===== src/hdl/lopm_pkg.sv =====
// Shared types, constants and arithmetic helpers for the layer optical property mixer.
// No dependencies; the other files that use it refer to this package by scoped names.
`timescale 1ns / 1ps
`default_nettype none

package lopm_pkg;

   localparam int MAX_CONSTITUENTS_DEF = 16;
   localparam int MOMENT_TERMS_DEF     = 5;
   localparam int INPUT_MOMENTS        = 5;
   localparam int TERM_W               = 3;  // holds 0..INPUT_MOMENTS

   localparam logic [1:0] ST_OK          = 2'd0;
   localparam logic [1:0] ST_ZERO_DEPTH  = 2'd1;
   localparam logic [1:0] ST_ZERO_SCATTER = 2'd2;
   localparam logic [1:0] ST_ZERO_MOMENT = 2'd3;

   // division jobs; normalized moment k (k >= 2) is job k
   localparam logic [TERM_W-1:0] JOB_ALBEDO = 3'd0;
   localparam logic [TERM_W-1:0] JOB_ASYM   = 3'd1;
   localparam logic [TERM_W-1:0] JOB_MOM1   = 3'd2;

   localparam logic [15:0] ALBEDO_ONE = 16'd32768;
   localparam logic [15:0] POS_SAT    = 16'h7FFF;
   localparam logic [15:0] NEG_SAT    = 16'h8000;

   typedef struct packed {
      logic              take;
      logic              mul_sc;
      logic              mul_term;
      logic [TERM_W-1:0] term;
      logic              clear_res;
      logic              div_phase;
      logic              div_start;
      logic [TERM_W-1:0] job;
      logic              store;
      logic              publish;
   } lopm_cmd_type;

   typedef struct packed {
      logic item_in;
      logic phase;
      logic close;
      logic depth_zero;
      logic scat_zero;
      logic mom0_zero;
      logic div_done;
      logic out_free;
   } lopm_stat_type;

   function automatic logic [39:0] sat_add_depth(input logic [39:0] a, input logic [31:0] b);
      logic [40:0] s;
      s = {1'b0, a} + {9'b0, b};
      return s[40] ? {40{1'b1}} : s[39:0];
   endfunction

   function automatic logic [51:0] sat_add_scat(input logic [51:0] a, input logic [47:0] b);
      logic [52:0] s;
      s = {1'b0, a} + {5'b0, b};
      return s[52] ? {52{1'b1}} : s[51:0];
   endfunction

   function automatic logic [63:0] sat_add_s64(input logic [63:0] a, input logic [63:0] b);
      logic [64:0] s;
      s = {a[63], a} + {b[63], b};
      if (s[64] != s[63]) begin
         return s[64] ? {1'b1, 63'b0} : {1'b0, {63{1'b1}}};
      end
      return s[63:0];
   endfunction

   function automatic logic [63:0] mag64(input logic [63:0] v);
      return v[63] ? (~v + 64'd1) : v;
   endfunction

endpackage

`default_nettype wire


===== src/hdl/lopm_if.sv =====
// Request and response channel interfaces (valid/ready plus payload).
// Depends on nothing.
`timescale 1ns / 1ps
`default_nettype none

interface lopm_req_if;
   logic               valid;
   logic               ready;
   logic [31:0]        tau_part;
   logic [15:0]        albedo_part;
   logic signed [15:0] asym_part;
   logic               phase_listed;
   logic signed [15:0] moment_one;
   logic signed [15:0] moment_two;
   logic signed [15:0] moment_three;
   logic signed [15:0] moment_four;
   logic signed [15:0] moment_five;
   logic               last_constituent;

   modport source (output valid, tau_part, albedo_part, asym_part, phase_listed, moment_one,
                   moment_two, moment_three, moment_four, moment_five, last_constituent,
                   input ready);
   modport sink (input valid, tau_part, albedo_part, asym_part, phase_listed, moment_one,
                 moment_two, moment_three, moment_four, moment_five, last_constituent,
                 output ready);
endinterface

interface lopm_rsp_if;
   logic               valid;
   logic               ready;
   logic [39:0]        tau_total;
   logic [15:0]        layer_albedo;
   logic signed [15:0] layer_asymmetry;
   logic signed [15:0] norm_moment_two;
   logic signed [15:0] norm_moment_three;
   logic signed [15:0] norm_moment_four;
   logic signed [15:0] norm_moment_five;
   logic [1:0]         status;

   modport source (output valid, tau_total, layer_albedo, layer_asymmetry, norm_moment_two,
                   norm_moment_three, norm_moment_four, norm_moment_five, status,
                   input ready);
   modport sink (input valid, tau_total, layer_albedo, layer_asymmetry, norm_moment_two,
                 norm_moment_three, norm_moment_four, norm_moment_five, status,
                 output ready);
endinterface

`default_nettype wire


===== src/hdl/layer_optical_property_mixer.sv =====
// Per request: one multiply for the scattering depth, then one per weighted term, the
// asymmetry plus min(MOMENT_TERMS, 5) moments when the phase flag is set, on the single
// shared multiplier with one accumulate per weighted term. Layer close runs albedo,
// asymmetry and up to four moment ratios on one 17-step restoring divider.
// The next request is taken while a finished response waits in the output register.
// Synchronous active-high reset clears the controller, counter and accumulators.
`timescale 1ns / 1ps
`default_nettype none

module layer_optical_property_mixer #(
   parameter int MAX_CONSTITUENTS = lopm_pkg::MAX_CONSTITUENTS_DEF,
   parameter int MOMENT_TERMS     = lopm_pkg::MOMENT_TERMS_DEF
) (
   input wire logic   clock,
   input wire logic   reset,
   lopm_req_if.sink   req_bus,
   lopm_rsp_if.source rsp_bus
);

   lopm_pkg::lopm_cmd_type  cmd;
   lopm_pkg::lopm_stat_type stat;

   lopm_ctrl #(
      .MOMENT_TERMS (MOMENT_TERMS)
   ) u_ctrl (
      .clock (clock),
      .reset (reset),
      .stat  (stat),
      .cmd   (cmd)
   );

   lopm_datapath #(
      .MAX_CONSTITUENTS (MAX_CONSTITUENTS),
      .MOMENT_TERMS     (MOMENT_TERMS)
   ) u_dp (
      .clock (clock),
      .reset (reset),
      .req   (req_bus),
      .rsp   (rsp_bus),
      .cmd   (cmd),
      .stat  (stat)
   );

endmodule

`default_nettype wire


===== src/hdl/lopm_div.sv =====
// Restoring divider: 16 quotient bits of (num << frac) / den plus overflow flag.
// One bit per cycle. Uses no package items.
`timescale 1ns / 1ps
`default_nettype none

module lopm_div (
   input  wire logic        clock,
   input  wire logic        reset,
   input  wire logic        start,
   input  wire logic [63:0] num,
   input  wire logic [63:0] den,
   input  wire logic        frac_en,
   output logic             done,
   output logic [15:0]      quot,
   output logic             ovf
);

   localparam int DW = 80;
   localparam logic [4:0] STEPS = 5'd17;

   logic [DW-1:0] rem_ff, rem_in;
   logic [DW-1:0] dsh_ff, dsh_in;
   logic [15:0]   q_ff, q_in;
   logic          ovf_ff, ovf_in;
   logic [4:0]    cnt_ff, cnt_in;
   logic          busy_ff, busy_in;
   logic          done_ff, done_in;
   logic          ge;

   assign ge = rem_ff >= dsh_ff;

   always_comb begin
      rem_in  = rem_ff;
      dsh_in  = dsh_ff;
      q_in    = q_ff;
      ovf_in  = ovf_ff;
      cnt_in  = cnt_ff;
      busy_in = busy_ff;
      done_in = 1'b0;
      if (start) begin
         rem_in  = frac_en ? {5'b0, num, 11'b0} : {16'b0, num};
         dsh_in  = {den, 16'b0};
         cnt_in  = STEPS;
         busy_in = 1'b1;
      end else if (busy_ff) begin
         // first step only checks quotient range against den << 16
         if (cnt_ff == STEPS) begin
            ovf_in = ge;
         end else begin
            q_in = {q_ff[14:0], ge};
            if (ge) begin
               rem_in = rem_ff - dsh_ff;
            end
         end
         dsh_in = dsh_ff >> 1;
         cnt_in = cnt_ff - 5'd1;
         if (cnt_ff == 5'd1) begin
            busy_in = 1'b0;
            done_in = 1'b1;
         end
      end
   end

   always_ff @(posedge clock) begin
      if (reset) begin
         busy_ff <= 1'b0;
         done_ff <= 1'b0;
         cnt_ff  <= '0;
      end else begin
         busy_ff <= busy_in;
         done_ff <= done_in;
         cnt_ff  <= cnt_in;
      end
      rem_ff <= rem_in;
      dsh_ff <= dsh_in;
      q_ff   <= q_in;
      ovf_ff <= ovf_in;
   end

   assign done = done_ff;
   assign quot = q_ff;
   assign ovf  = ovf_ff;

endmodule

`default_nettype wire


===== src/hdl/lopm_datapath.sv =====
// Datapath: item register, shared multiplier, saturating accumulators, divider,
// result staging and output register. Depends on lopm_pkg, lopm_if, lopm_div.
`timescale 1ns / 1ps
`default_nettype none

module lopm_datapath #(
   parameter int MAX_CONSTITUENTS = lopm_pkg::MAX_CONSTITUENTS_DEF,
   parameter int MOMENT_TERMS     = lopm_pkg::MOMENT_TERMS_DEF
) (
   input  wire logic            clock,
   input  wire logic            reset,
   lopm_req_if.sink             req,
   lopm_rsp_if.source           rsp,
   input  lopm_pkg::lopm_cmd_type  cmd,
   output lopm_pkg::lopm_stat_type stat
);

   localparam int NUM_ACC = (MOMENT_TERMS < lopm_pkg::INPUT_MOMENTS) ?
                            MOMENT_TERMS : lopm_pkg::INPUT_MOMENTS;
   localparam int IDX_W = (NUM_ACC > 1) ? $clog2(NUM_ACC) : 1;
   localparam int CNT_W = $clog2(MAX_CONSTITUENTS + 1);
   localparam int TW    = lopm_pkg::TERM_W;

   // item
   logic [31:0]        tau_ff;
   logic [15:0]        alb_ff;
   logic signed [15:0] asym_ff;
   logic               phase_ff;
   logic signed [15:0] mom_ff [NUM_ACC];
   logic               close_ff;
   logic [CNT_W-1:0]   count_ff;
   logic signed [15:0] mom_in [lopm_pkg::INPUT_MOMENTS];
   logic               load;

   // accumulators
   logic [39:0] depth_ff;
   logic [51:0] scat_ff;
   logic [63:0] asum_ff;
   logic [63:0] msum_ff [NUM_ACC];
   logic [47:0] sc_ff;
   logic [63:0] prod_ff;
   logic          acc_en_ff;
   logic [TW-1:0] acc_term_ff;

   // multiplier
   logic signed [16:0] mul_a;
   logic signed [48:0] mul_b;
   logic signed [65:0] prod;
   logic [IDX_W-1:0]   mom_idx;

   // division
   logic [IDX_W-1:0] rd_idx;
   logic [63:0]      msum_rd;
   logic [63:0]      div_num, div_den;
   logic             div_frac, div_neg, neg_ff;
   logic             div_done, div_ovf;
   logic [15:0]      div_q;
   logic             sat;
   logic [15:0]      sval;

   // staging and output
   logic [15:0] res_alb_ff, res_asym_ff;
   logic [15:0] res_mom_ff [4];
   logic        rsp_valid_ff;
   logic [39:0] o_tau_ff;
   logic [15:0] o_alb_ff, o_asym_ff;
   logic [15:0] o_mom_ff [4];
   logic [1:0]  o_st_ff, st_code;

   assign load = cmd.take && req.valid;
   assign req.ready = cmd.take;

   assign mom_in[0] = req.moment_one;
   assign mom_in[1] = req.moment_two;
   assign mom_in[2] = req.moment_three;
   assign mom_in[3] = req.moment_four;
   assign mom_in[4] = req.moment_five;

   always_ff @(posedge clock) begin
      if (reset) begin
         count_ff <= '0;
      end else if (load) begin
         if (req.last_constituent || count_ff == CNT_W'(MAX_CONSTITUENTS - 1)) begin
            count_ff <= '0;
         end else begin
            count_ff <= count_ff + 1'b1;
         end
      end
      if (load) begin
         tau_ff   <= req.tau_part;
         alb_ff   <= (req.albedo_part > lopm_pkg::ALBEDO_ONE) ?
                     lopm_pkg::ALBEDO_ONE : req.albedo_part;
         asym_ff  <= req.asym_part;
         phase_ff <= req.phase_listed;
         close_ff <= req.last_constituent || count_ff == CNT_W'(MAX_CONSTITUENTS - 1);
         for (int i = 0; i < NUM_ACC; i++) begin
            mom_ff[i] <= mom_in[i];
         end
      end
   end

   // shared multiplier: albedo x depth, then weights x scattering depth
   assign mom_idx = IDX_W'(cmd.term - 3'd1);
   always_comb begin
      if (cmd.mul_sc) begin
         mul_a = $signed({1'b0, alb_ff});
         mul_b = $signed({17'b0, tau_ff});
      end else begin
         if (cmd.term == '0) begin
            mul_a = {asym_ff[15], asym_ff};
         end else begin
            mul_a = {mom_ff[mom_idx][15], mom_ff[mom_idx]};
         end
         mul_b = $signed({1'b0, sc_ff});
      end
   end
   assign prod = mul_a * mul_b;

   // one read address into the moment sums, shared by accumulate and divide phases
   assign rd_idx  = cmd.div_phase ? IDX_W'(cmd.job - 3'd1) : IDX_W'(acc_term_ff - 3'd1);
   assign msum_rd = msum_ff[rd_idx];

   always_ff @(posedge clock) begin
      if (reset) begin
         acc_en_ff <= 1'b0;
         depth_ff  <= '0;
         scat_ff   <= '0;
         asum_ff   <= '0;
         for (int i = 0; i < NUM_ACC; i++) begin
            msum_ff[i] <= '0;
         end
      end else if (cmd.publish) begin
         acc_en_ff <= 1'b0;
         depth_ff  <= '0;
         scat_ff   <= '0;
         asum_ff   <= '0;
         for (int i = 0; i < NUM_ACC; i++) begin
            msum_ff[i] <= '0;
         end
      end else begin
         acc_en_ff <= cmd.mul_term;
         if (cmd.mul_sc) begin
            depth_ff <= lopm_pkg::sat_add_depth(depth_ff, tau_ff);
         end
         if (cmd.mul_term && cmd.term == '0) begin
            scat_ff <= lopm_pkg::sat_add_scat(scat_ff, sc_ff);
         end
         if (acc_en_ff) begin
            if (acc_term_ff == '0) begin
               asum_ff <= lopm_pkg::sat_add_s64(asum_ff, prod_ff);
            end else begin
               msum_ff[rd_idx] <= lopm_pkg::sat_add_s64(msum_rd, prod_ff);
            end
         end
      end
      if (cmd.mul_sc) begin
         sc_ff <= prod[47:0];
      end
      if (cmd.mul_term) begin
         prod_ff     <= prod[63:0];
         acc_term_ff <= cmd.term;
      end
   end

   // divider operands by job
   always_comb begin
      unique case (cmd.job)
         lopm_pkg::JOB_ALBEDO: begin
            div_num  = {12'b0, scat_ff};
            div_den  = {24'b0, depth_ff};
            div_frac = 1'b0;
            div_neg  = 1'b0;
         end
         lopm_pkg::JOB_ASYM: begin
            div_num  = lopm_pkg::mag64(asum_ff);
            div_den  = {12'b0, scat_ff};
            div_frac = 1'b0;
            div_neg  = asum_ff[63];
         end
         default: begin
            div_num  = lopm_pkg::mag64(msum_rd);
            div_den  = lopm_pkg::mag64(msum_ff[0]);
            div_frac = 1'b1;
            div_neg  = msum_rd[63] ^ msum_ff[0][63];
         end
      endcase
   end

   lopm_div u_div (
      .clock   (clock),
      .reset   (reset),
      .start   (cmd.div_start),
      .num     (div_num),
      .den     (div_den),
      .frac_en (div_frac),
      .done    (div_done),
      .quot    (div_q),
      .ovf     (div_ovf)
   );

   assign sat  = div_ovf || div_q[15];
   assign sval = neg_ff ? (sat ? lopm_pkg::NEG_SAT : 16'(~div_q + 16'd1)) :
                          (sat ? lopm_pkg::POS_SAT : div_q);

   always_ff @(posedge clock) begin
      if (cmd.div_start) begin
         neg_ff <= div_neg;
      end
      if (cmd.clear_res) begin
         res_alb_ff  <= '0;
         res_asym_ff <= '0;
         for (int i = 0; i < 4; i++) begin
            res_mom_ff[i] <= '0;
         end
      end else if (cmd.store) begin
         if (cmd.job == lopm_pkg::JOB_ALBEDO) begin
            res_alb_ff <= (div_ovf || div_q > lopm_pkg::ALBEDO_ONE) ?
                          lopm_pkg::ALBEDO_ONE : div_q;
         end else if (cmd.job == lopm_pkg::JOB_ASYM) begin
            res_asym_ff <= sval;
         end else begin
            for (int i = 0; i < 4; i++) begin
               if (cmd.job == lopm_pkg::JOB_MOM1 + TW'(i)) begin
                  res_mom_ff[i] <= sval;
               end
            end
         end
      end
   end

   always_comb begin
      priority if (depth_ff == '0) begin
         st_code = lopm_pkg::ST_ZERO_DEPTH;
      end else if (scat_ff == '0) begin
         st_code = lopm_pkg::ST_ZERO_SCATTER;
      end else if (msum_ff[0] == '0) begin
         st_code = lopm_pkg::ST_ZERO_MOMENT;
      end else begin
         st_code = lopm_pkg::ST_OK;
      end
   end

   // output register
   always_ff @(posedge clock) begin
      if (reset) begin
         rsp_valid_ff <= 1'b0;
      end else if (cmd.publish) begin
         rsp_valid_ff <= 1'b1;
      end else if (rsp.ready) begin
         rsp_valid_ff <= 1'b0;
      end
      if (cmd.publish) begin
         o_tau_ff  <= depth_ff;
         o_alb_ff  <= res_alb_ff;
         o_asym_ff <= res_asym_ff;
         o_mom_ff  <= res_mom_ff;
         o_st_ff   <= st_code;
      end
   end

   assign rsp.valid             = rsp_valid_ff;
   assign rsp.tau_total         = o_tau_ff;
   assign rsp.layer_albedo      = o_alb_ff;
   assign rsp.layer_asymmetry   = o_asym_ff;
   assign rsp.norm_moment_two   = o_mom_ff[0];
   assign rsp.norm_moment_three = o_mom_ff[1];
   assign rsp.norm_moment_four  = o_mom_ff[2];
   assign rsp.norm_moment_five  = o_mom_ff[3];
   assign rsp.status            = o_st_ff;

   assign stat.item_in    = req.valid;
   assign stat.phase      = phase_ff;
   assign stat.close      = close_ff;
   assign stat.depth_zero = depth_ff == '0;
   assign stat.scat_zero  = scat_ff == '0;
   assign stat.mom0_zero  = msum_ff[0] == '0;
   assign stat.div_done   = div_done;
   assign stat.out_free   = !rsp_valid_ff || rsp.ready;

endmodule

`default_nettype wire


===== src/hdl/lopm_ctrl.sv =====
// Controller: sequences multiply-accumulate per request and the divisions per layer.
// Depends on lopm_pkg.
`timescale 1ns / 1ps
`default_nettype none

module lopm_ctrl #(
   parameter int MOMENT_TERMS = lopm_pkg::MOMENT_TERMS_DEF
) (
   input  wire logic               clock,
   input  wire logic               reset,
   input  lopm_pkg::lopm_stat_type stat,
   output lopm_pkg::lopm_cmd_type  cmd
);

   localparam int NUM_ACC = (MOMENT_TERMS < lopm_pkg::INPUT_MOMENTS) ?
                            MOMENT_TERMS : lopm_pkg::INPUT_MOMENTS;
   localparam int TW = lopm_pkg::TERM_W;

   localparam logic [2:0] S_IDLE  = 3'd0;
   localparam logic [2:0] S_SC    = 3'd1;
   localparam logic [2:0] S_TERM  = 3'd2;
   localparam logic [2:0] S_DRAIN = 3'd3;
   localparam logic [2:0] S_FIN   = 3'd4;
   localparam logic [2:0] S_START = 3'd5;
   localparam logic [2:0] S_DIV   = 3'd6;
   localparam logic [2:0] S_PUB   = 3'd7;

   logic [2:0]    state_ff, state_in;
   logic [TW-1:0] term_ff, term_in;
   logic [TW-1:0] job_ff, job_in;

   always_comb begin
      state_in = state_ff;
      term_in  = term_ff;
      job_in   = job_ff;
      cmd      = '0;
      cmd.term = term_ff;
      cmd.job  = job_ff;
      unique case (state_ff)
         S_IDLE: begin
            cmd.take = 1'b1;
            if (stat.item_in) begin
               state_in = S_SC;
            end
         end
         S_SC: begin
            cmd.mul_sc = 1'b1;
            term_in    = '0;
            state_in   = S_TERM;
         end
         S_TERM: begin
            cmd.mul_term = 1'b1;
            if ((term_ff == '0 && !stat.phase) || term_ff == TW'(NUM_ACC)) begin
               state_in = S_DRAIN;
            end else begin
               term_in = term_ff + 1'b1;
            end
         end
         S_DRAIN: begin
            state_in = stat.close ? S_FIN : S_IDLE;
         end
         S_FIN: begin
            cmd.div_phase = 1'b1;
            cmd.clear_res = 1'b1;
            job_in        = lopm_pkg::JOB_ALBEDO;
            state_in      = stat.depth_zero ? S_PUB : S_START;
         end
         S_START: begin
            cmd.div_phase = 1'b1;
            cmd.div_start = 1'b1;
            state_in      = S_DIV;
         end
         S_DIV: begin
            cmd.div_phase = 1'b1;
            if (stat.div_done) begin
               cmd.store = 1'b1;
               state_in  = S_START;
               job_in    = job_ff + 1'b1;
               if (job_ff == lopm_pkg::JOB_ALBEDO) begin
                  if (stat.scat_zero) begin
                     state_in = S_PUB;
                  end
               end else if (job_ff == lopm_pkg::JOB_ASYM) begin
                  if (stat.mom0_zero || NUM_ACC == 1) begin
                     state_in = S_PUB;
                  end
               end else if (job_ff == TW'(NUM_ACC)) begin
                  state_in = S_PUB;
               end
            end
         end
         S_PUB: begin
            cmd.div_phase = 1'b1;
            if (stat.out_free) begin
               cmd.publish = 1'b1;
               state_in    = S_IDLE;
            end
         end
         default: begin
            state_in = S_IDLE;
         end
      endcase
   end

   always_ff @(posedge clock) begin
      if (reset) begin
         state_ff <= S_IDLE;
         term_ff  <= '0;
         job_ff   <= '0;
      end else begin
         state_ff <= state_in;
         term_ff  <= term_in;
         job_ff   <= job_in;
      end
   end

endmodule

`default_nettype wire


===== src/flat_wrapper.sv =====
// flat-port wrapper written by rule: the top's interface ports become plain ports
module layer_optical_property_mixer_flat 
#(
   parameter int MAX_CONSTITUENTS = lopm_pkg::MAX_CONSTITUENTS_DEF,
   parameter int MOMENT_TERMS     = lopm_pkg::MOMENT_TERMS_DEF
)
  (clock, reset, req_bus_valid, req_bus_tau_part, req_bus_albedo_part, req_bus_asym_part, req_bus_phase_listed, req_bus_moment_one, req_bus_moment_two, req_bus_moment_three, req_bus_moment_four, req_bus_moment_five, req_bus_last_constituent, req_bus_ready, rsp_bus_valid, rsp_bus_tau_total, rsp_bus_layer_albedo, rsp_bus_layer_asymmetry, rsp_bus_norm_moment_two, rsp_bus_norm_moment_three, rsp_bus_norm_moment_four, rsp_bus_norm_moment_five, rsp_bus_status, rsp_bus_ready);
  lopm_req_if req_bus_i ();
  lopm_rsp_if rsp_bus_i ();
  input wire logic clock;
  input wire logic reset;
  input wire logic [$bits(req_bus_i.valid)-1:0] req_bus_valid;
  input wire logic [$bits(req_bus_i.tau_part)-1:0] req_bus_tau_part;
  input wire logic [$bits(req_bus_i.albedo_part)-1:0] req_bus_albedo_part;
  input wire logic [$bits(req_bus_i.asym_part)-1:0] req_bus_asym_part;
  input wire logic [$bits(req_bus_i.phase_listed)-1:0] req_bus_phase_listed;
  input wire logic [$bits(req_bus_i.moment_one)-1:0] req_bus_moment_one;
  input wire logic [$bits(req_bus_i.moment_two)-1:0] req_bus_moment_two;
  input wire logic [$bits(req_bus_i.moment_three)-1:0] req_bus_moment_three;
  input wire logic [$bits(req_bus_i.moment_four)-1:0] req_bus_moment_four;
  input wire logic [$bits(req_bus_i.moment_five)-1:0] req_bus_moment_five;
  input wire logic [$bits(req_bus_i.last_constituent)-1:0] req_bus_last_constituent;
  output wire logic [$bits(req_bus_i.ready)-1:0] req_bus_ready;
  output wire logic [$bits(rsp_bus_i.valid)-1:0] rsp_bus_valid;
  output wire logic [$bits(rsp_bus_i.tau_total)-1:0] rsp_bus_tau_total;
  output wire logic [$bits(rsp_bus_i.layer_albedo)-1:0] rsp_bus_layer_albedo;
  output wire logic [$bits(rsp_bus_i.layer_asymmetry)-1:0] rsp_bus_layer_asymmetry;
  output wire logic [$bits(rsp_bus_i.norm_moment_two)-1:0] rsp_bus_norm_moment_two;
  output wire logic [$bits(rsp_bus_i.norm_moment_three)-1:0] rsp_bus_norm_moment_three;
  output wire logic [$bits(rsp_bus_i.norm_moment_four)-1:0] rsp_bus_norm_moment_four;
  output wire logic [$bits(rsp_bus_i.norm_moment_five)-1:0] rsp_bus_norm_moment_five;
  output wire logic [$bits(rsp_bus_i.status)-1:0] rsp_bus_status;
  input wire logic [$bits(rsp_bus_i.ready)-1:0] rsp_bus_ready;
  assign req_bus_i.valid = req_bus_valid;
  assign req_bus_i.tau_part = req_bus_tau_part;
  assign req_bus_i.albedo_part = req_bus_albedo_part;
  assign req_bus_i.asym_part = req_bus_asym_part;
  assign req_bus_i.phase_listed = req_bus_phase_listed;
  assign req_bus_i.moment_one = req_bus_moment_one;
  assign req_bus_i.moment_two = req_bus_moment_two;
  assign req_bus_i.moment_three = req_bus_moment_three;
  assign req_bus_i.moment_four = req_bus_moment_four;
  assign req_bus_i.moment_five = req_bus_moment_five;
  assign req_bus_i.last_constituent = req_bus_last_constituent;
  assign req_bus_ready = req_bus_i.ready;
  assign rsp_bus_valid = rsp_bus_i.valid;
  assign rsp_bus_tau_total = rsp_bus_i.tau_total;
  assign rsp_bus_layer_albedo = rsp_bus_i.layer_albedo;
  assign rsp_bus_layer_asymmetry = rsp_bus_i.layer_asymmetry;
  assign rsp_bus_norm_moment_two = rsp_bus_i.norm_moment_two;
  assign rsp_bus_norm_moment_three = rsp_bus_i.norm_moment_three;
  assign rsp_bus_norm_moment_four = rsp_bus_i.norm_moment_four;
  assign rsp_bus_norm_moment_five = rsp_bus_i.norm_moment_five;
  assign rsp_bus_status = rsp_bus_i.status;
  assign rsp_bus_i.ready = rsp_bus_ready;
  layer_optical_property_mixer #(.MAX_CONSTITUENTS(MAX_CONSTITUENTS), .MOMENT_TERMS(MOMENT_TERMS)) u_core (.clock(clock), .reset(reset), .req_bus(req_bus_i), .rsp_bus(rsp_bus_i));
endmodule

===== config.mk =====
export PLATFORM = sky130hd
export DESIGN_NAME = layer_optical_property_mixer_flat
export DESIGN_NICKNAME = d
export VERILOG_FILES = /design/src/hdl/lopm_pkg.sv /design/src/hdl/lopm_if.sv /design/src/hdl/layer_optical_property_mixer.sv /design/src/hdl/lopm_div.sv /design/src/hdl/lopm_datapath.sv /design/src/hdl/lopm_ctrl.sv /design/src/flat_wrapper.sv
export SDC_FILE = /design/constraint.sdc
export NUM_CORES = 2
export LEC_CHECK = 0
export BUFFER_PORTS_ARGS = -buffer_cell sky130_fd_sc_hd__buf_2
export CAP_MARGIN = 20
export CORE_MARGIN = 1.5
export CORE_UTILIZATION = 44
export DETAILED_ROUTE_END_ITERATION = 8
export PLACE_DENSITY = 0.69
export SLEW_MARGIN = 25
export SYNTH_ARGS = -nofsm -noshare
export SYNTH_HDL_FRONTEND = slang
export SYNTH_HIERARCHICAL = 1
export SYNTH_SLANG_ARGS = --single-unit

===== constraint.sdc =====
create_clock -name clock -period 23.9 [get_ports clock]
set_clock_uncertainty 0.15 [all_clocks]
set_input_delay 2.39 -clock clock [delete_from_list [all_inputs] [get_ports clock]]
set_output_delay 2.39 -clock clock [all_outputs]
set_load 0.02 [all_outputs]

* Word-level counts from Yosys, hierarchy flattened
Memories as Yosys holds them, arrays and structs flattened.
Index checks and enable logic that the tools add are counted.
** Storage, ports and cells
- Flip-flop bits (word level) :: 772
- RAM bits :: 400
- Bits of input ports :: 150
- Output and inout port bits :: 140
- Word-level logic and storage cells :: 243
- Memories kept :: 2
** Memories
- u_core.u_dp.msum_ff :: words 5, bits a word 64, read ports 2, clocked after Yosys merged registers in 0, write ports 5, line lopm_datapath.sv:39 : logic [63:0] msum_ff [NUM_ACC];
- u_core.u_dp.mom_ff :: words 5, bits a word 16, read ports 1, clocked after Yosys merged registers in 0, write ports 5, line lopm_datapath.sv:29 : logic signed [15:0] mom_ff [NUM_ACC];
** Cells by class
- $add $sub $neg :: 16
- Multipliers :: 1
- Magnitude comparators :: 3
- Equality and inequality tests :: 24
- Mux-type cells :: 100
- Bitwise gates (word level) :: 15
- Reductions and logical operators :: 41
** Operators with widths (number)
- 64-bit two-way mux :: 19
- 80-bit two-way mux :: 6
- 64-bit one-hot mux with 2 select lines :: 2
- 64-bit by 1-bit adder with 64-bit output (second input constant) :: 3
- 64-bit inverter :: 3
- 64-bit by 64-bit adder with 65-bit output :: 2
- 80-bit greater-or-equal comparator :: 1
- 80-bit subtractor :: 1
- 75-bit two-way mux :: 1
- 64-bit zero test :: 1
- 17-bit by 49-bit multiplier with 64-bit output :: 1
- 16-bit two-way mux :: 4
- 64-bit OR reduction :: 1
- 52-bit by 48-bit adder with 53-bit output :: 1
- 52-bit zero test :: 1
- 52-bit two-way mux :: 1
- 48-bit two-way mux :: 1
- 40-bit by 32-bit adder with 41-bit output :: 1
- 40-bit zero test :: 1
- 40-bit two-way mux :: 1
- 1-bit two-way mux :: 39
- 17-bit two-way mux :: 2
- 3-bit two-way mux :: 11
- 16-bit greater-than comparator (second input constant) :: 2
- other kinds (34) :: 94

* Logic depth before layout (Yosys ltp)
An unclocked memory read counts as a cell.
- Word-level depth :: 18
- Mapped depth :: 38
- Mapped depth without buffers :: 33

* Modules after synthesis
The synthesis kept the hierarchy.
** By module, submodules not included
- lopm_datapath :: instances 1, cells each 8941, area an instance 88686.3 um^2, seq. area each 32571.2 um^2
- lopm_div :: instances 1, cells each 1483, area an instance 13256.5 um^2, seq. area each 5295.1 um^2
- lopm_ctrl :: instances 1, cells each 81, area an instance 613.1 um^2, seq. area each 180.2 um^2

* Least setup slack after synthesis
Ideal clock, no wire load.
- Path type :: reg2reg
- Start :: register u_core.u_ctrl.state_ff[1]
- End :: register u_core.u_dp.prod_ff[56] (data pin)
- Setup time :: 265 ps
- Data arrival time :: 12068 ps
- Required time :: 23485 ps
- Setup slack :: 11417 ps
- Cell stages (with the launch flop) :: 32
- Path buffers :: 6
- Period minus slack after synthesis :: 12483 ps
- Cells stage by stage :: dfxtp_1 buf_6 nor3b_1 clkbuf_1 clkbuf_1 buf_1 mux2i_1 clkbuf_1 nor2_1 fa_1 inv_1 fa_1 fa_1 fa_1 inv_1 fa_1 inv_1 fa_1 inv_1 ha_1 clkbuf_1 a21oi_1 o211ai_1 a311oi_1 nor3b_1 o41ai_1 o221ai_1 a21oi_1 o21ai_0 a221oi_1 o21ai_0 xor2_1
** RTL lines
- from (decl) :: line lopm_ctrl.sv:28 : logic [2:0] state_ff, state_in;
- from (signal assigned) :: line lopm_ctrl.sv:111 : state_ff <= state_in;
- to (signal assigned) :: line lopm_datapath.sv:160 : prod_ff <= prod[63:0];
- to (decl) :: line lopm_datapath.sv:41 : logic [63:0] prod_ff;

==> run summary <==
The die covers 0.2360 mm^2. The length of routed met2 wiring is 155700 um. The routed design uses around 35000 um of met3 wire. The number of flops mapped to enable cells by yosys is between 1000 and 1500.

At the later pin of the worst-skew pair, clock insertion delay measures about 0.86 ns. Counting every net in the synthesized netlist gives roughly 12000. The number of nets with antenna violations after detailed routing is 0. The number of violations reported at the end of detailed-routing iteration 0 is about 9400. The final number of hold-violating endpoints was 0.

The element type at the critical path end is a flop. The buffer depth of the longest clock path is 3. The number of unique standard cell types used by synthesis is 118. In this run the cell area measured after placement is 0.1073 mm^2. The count of buffers added on input and output ports is between 200 and 300. After detailed routing, the number of remaining DRC violations is 0. The effective utilization at floorplan came out at 44.19%. The cell chosen for the clock root is sky130_fd_sc_hd__clkbuf_16. The count of cells resized by post-cts repair came out at 0. The post-synthesis async set-or-reset flop share came out at 0%. The area of the core came out at approximately 0.23 mm^2. Max-cap violations in this run came to 0. The cell repeated most along the worst path is sky130_fd_sc_hd__fa_1. In this run the mean area of a mapped cell was 9.763 um^2. The share of synthesized cell area in and, or, nand and nor gates came out at about an eighth.

The Yosys step of the flow raised 6 warnings. The die span in x is ~490 um. The post-placement worst setup slack is 13.05 ns. The final clock period utilization by the worst path came out at a little under half. Across every metal layer, demand over resource in global routing totals 28.35%. The ratio of routed vias to standard cells is ~6. Setup repair after global routing left no endpoint under its margin. The peak per-stage delay on the critical path is ~0.8 ns.

Multiplexer cells account for 4.035% of the synthesized area. In this run the worst path has a maximum fanout of between 40 and 50. The fraction of final layout cells with drive strength greater than 1 came out at 9.206%.

After clock tree synthesis, the clock-pin slew on the worst setup and hold paths is approximately 0.060 ns. The boundary pin count is between 200 and 300. The post-route cell area is 0.1128 mm^2.

The clock net sink count is 1364. Entering global routing, the biggest net connects about 150 pins. For this design, the slowest cell found on the critical path is sky130_fd_sc_hd__o41ai_1. At the pin with the least slew margin, the transition time is ~1.2 ns. By area, the combinational part of the netlist is dominated by adder cells.

The cts-stage hold buffer count is 0. For this run, the detailed router's first-pass iteration total came to 6. The number of cells produced by synthesis is 10510. The number of buffers created by CTS is about 160. The synthesized cell area came out at a little over 0.1 mm^2. The total global routing overflow is 0. The vertical extent of the die came out at just under 500 um.

The wire-length estimate of the detail-placed layout is approximately 260000 um. The worst path in the final design needs a cycle of about 11 ns, including I/O delays and setup. The number of setup violations in the final report is 0. The number of global-route vias before repair is approximately 81000. The first global-routing pass estimated 506400 um of wire. The xor and xnor area share after synthesis came out at under 10%. The wire length the detailed router placed on met1 is ~140000 um. The critical path is of the reg -> reg type. The number of antenna violations at the first check in global routing is 8. The flow ran to the end, and the final reports show no timing, DRC or antenna violations. In this design, the largest share of critical-path delay is due to adder cells. The number of storage elements in the synthesis netlist came out at 1364. The share of synthesized cell area in full adder, half adder and majority cells is 20.16%. The area growth from synthesis to final layout came out at 10.00%.

For the worst setup path, the data arrival time is 11.46 ns. The part of the Yosys area used for sequential elements came out at 37.10%. The routed length per placed instance is approximately 25 um.

For this run, the leading register cell type out of synthesis is sky130_fd_sc_hd__edfxtp_1. The share of the synthesized area in compound gates (AO/OA/AOI/OAI) came out at around 15%. The number of H-tree levels is 4. The highest signal layer in the routed design is met5.

The number of pins exceeding their max-slew limit in the final report was 0. In the final design database the tool counted between 10000 and 15000 nets. Once the clock tree was built, the setup fixing pass inserted 0 buffers.

TritonCTS built the clock tree. The worst hold path belongs to the class reg -> reg. The headroom to the max-slew limit came out at 21.38%. The aggregate routed wire length came out at about 340000 um.

The buffer and inverter count on the worst path is 7. STA classifies the critical path startpoint as a flop. Derived from the worst setup path, the maximum achievable clock frequency is a little over 0.09 GHz. Adding up every negative setup slack in the final design gives 0 ns.

The row count is 177. Setup slack closes at 12.85 ns. The number of vias after detailed routing is around 83000. The global placement routability congestion is just under 1. STA puts the critical path data required time at 24.32 ns.
==> layer usage <==
| layer | vias to the layer above | track usage, % |
|---|---|---|
| met1 | 40740 | 37.58 |
| li1 | 36830 | - |
| met4 | 10 | 11.94 |
| met3 | 783 | 5.358 |
| met5 | - | 0.2449 |
| met2 | 4536 | 45.37 |
==> final cells by class <==
class	instances	area, um^2
fill	21160	119300
antenna	5	12.51
sequential	1364	38050
clock buffer	184	4080
tap	3043	3807
clock inverter	102	1383
multi-input combinational	7561	58790
timing repair buffer	464	2803
inverter	1035	3891
==> state kept, by name (all words and copies together) (netlist names), 16 cells and up <==
name / count
u_core/u_dp/msum_ff: 512
u_core/u_dp/mom_ff: 80
u_core/u_dp/u_div/dsh_ff: 80
u_core/u_dp/u_div/rem_ff: 80
u_core/u_dp/asum_ff: 64
u_core/u_dp/prod_ff: 64
u_core/u_dp/res_mom_ff: 64
u_core/u_dp/scat_ff: 52
u_core/u_dp/sc_ff: 48
u_core/u_dp/depth_ff: 40
u_core/u_dp/rsp.tau_total: 40
u_core/u_dp/tau_ff: 32
u_core/u_dp/alb_ff: 16
u_core/u_dp/asym_ff: 16
u_core/u_dp/res_alb_ff: 16
u_core/u_dp/res_asym_ff: 16
u_core/u_dp/rsp.layer_albedo: 16
u_core/u_dp/rsp.layer_asymmetry: 16
u_core/u_dp/rsp.norm_moment_five: 16
u_core/u_dp/rsp.norm_moment_four: 16
u_core/u_dp/rsp.norm_moment_three: 16
u_core/u_dp/rsp.norm_moment_two: 16
u_core/u_dp/u_div/quot: 16
==> cells in the final DEF (no fill, tap or decap), types with 109 or more instances in the layout <==
cell type,n
sky130_fd_sc_hd__clkbuf_16,157
sky130_fd_sc_hd__fa_1,694
sky130_fd_sc_hd__mux2i_1,204
sky130_fd_sc_hd__nand2_1,1087
sky130_fd_sc_hd__ha_1,490
sky130_fd_sc_hd__a22oi_1,109
sky130_fd_sc_hd__buf_2,290
sky130_fd_sc_hd__a21o_1,205
sky130_fd_sc_hd__o21ai_0,599
sky130_fd_sc_hd__a211oi_1,124
sky130_fd_sc_hd__edfxtp_1,1073
sky130_fd_sc_hd__buf_4,169
sky130_fd_sc_hd__a21oi_1,727
sky130_fd_sc_hd__xnor2_1,280
sky130_fd_sc_hd__xor2_1,215
sky130_fd_sc_hd__inv_1,1031
sky130_fd_sc_hd__nor2_1,1006
sky130_fd_sc_hd__nand3_1,123
sky130_fd_sc_hd__dfxtp_1,289
==> synth_stat cells (all sizes together) (32+ instances only) <==
cell type	number	area share, %
o21ai	646	3.2
maj3	65	0.63
a21o	206	1.5
nor2b	74	0.45
o31ai	84	0.68
or3	67	0.41
nand2b	106	0.65
a221oi	56	0.51
clkbuf	429	1.6
o21bai	80	0.60
buf	116	0.61
o211ai	37	0.28
a22oi	109	0.80
a21oi	735	3.6
a22o	33	0.28
o41ai	32	0.30
mux2i	212	2.1
and2	110	0.67
and3	52	0.32
dfxtp	291	5.7
nand4	109	0.69
xnor2	281	2.4
mux4	51	1.1
ha	490	6.0
a31oi	46	0.28
nor3	113	0.57
mux2	75	0.83
nand3	129	0.65
nor4	55	0.40
edfxtp	1073	31
o21a	40	0.29
a211oi	130	0.96
fa	694	14
nand2	1095	4.0
inv	1035	3.8
xor2	216	1.9
nor2	1015	3.7
==> worst reg2reg max path: cells and delay by family (launching register included) <==
| family | cells | cell delay (ns) |
|---|---|---|
| AOI/OAI and AO/OA | 10 | 3.28 |
| DFF | 1 | 0.56 |
| buffers and inverters | 7 | 2.10 |
| xor gates and xnor gates | 1 | 0.10 |
| muxes | 1 | 0.83 |
| and+or+nand+nor | 2 | 0.35 |
| adders and majority gates | 7 | 3.44 |
==> path summary, 6_finish.rpt <==
path	startpoint	end	slack (ns)	depth (start not counted)
worst min register to register	u_core/u_dp/res_mom_ff[32]	u_core/u_dp/rsp.norm_moment_three[0]	0.28	0
worst max-delay path	u_core/u_ctrl/state_ff[0]	u_core/u_dp/prod_ff[62]	12.85	28
worst max register to register	u_core/u_ctrl/state_ff[0]	u_core/u_dp/prod_ff[62]	12.85	28
worst min-delay path	u_core/u_dp/res_mom_ff[32]	u_core/u_dp/rsp.norm_moment_three[0]	0.28	0
==> per-stage QoR <==
step / hold WS [ns] / utilization (%) / std cells
after global placement: 0.2623 / 46.23 / 13470
after global routing: 0.2819 / 48.60 / 13750
final: 0.2753 / 48.61 / 13760
after detailed placement: 0.2658 / 46.23 / 13470
after CTS: 0.2783 / 48.58 / 13750
after floorplan: 0.2576 / - / 10510
==> cell families after synthesis <==
family          count (synthesis)
compound gates               2450
xor+xnor                      497
fa+ha+maj                    1249
buf+inv                      1580
flops                        1364
mux                           338
simple gates                 3027
Power is left out: the tool's default activity adds up to more than one toggle a clock period on the data nets, which glitch-free logic cannot reach.
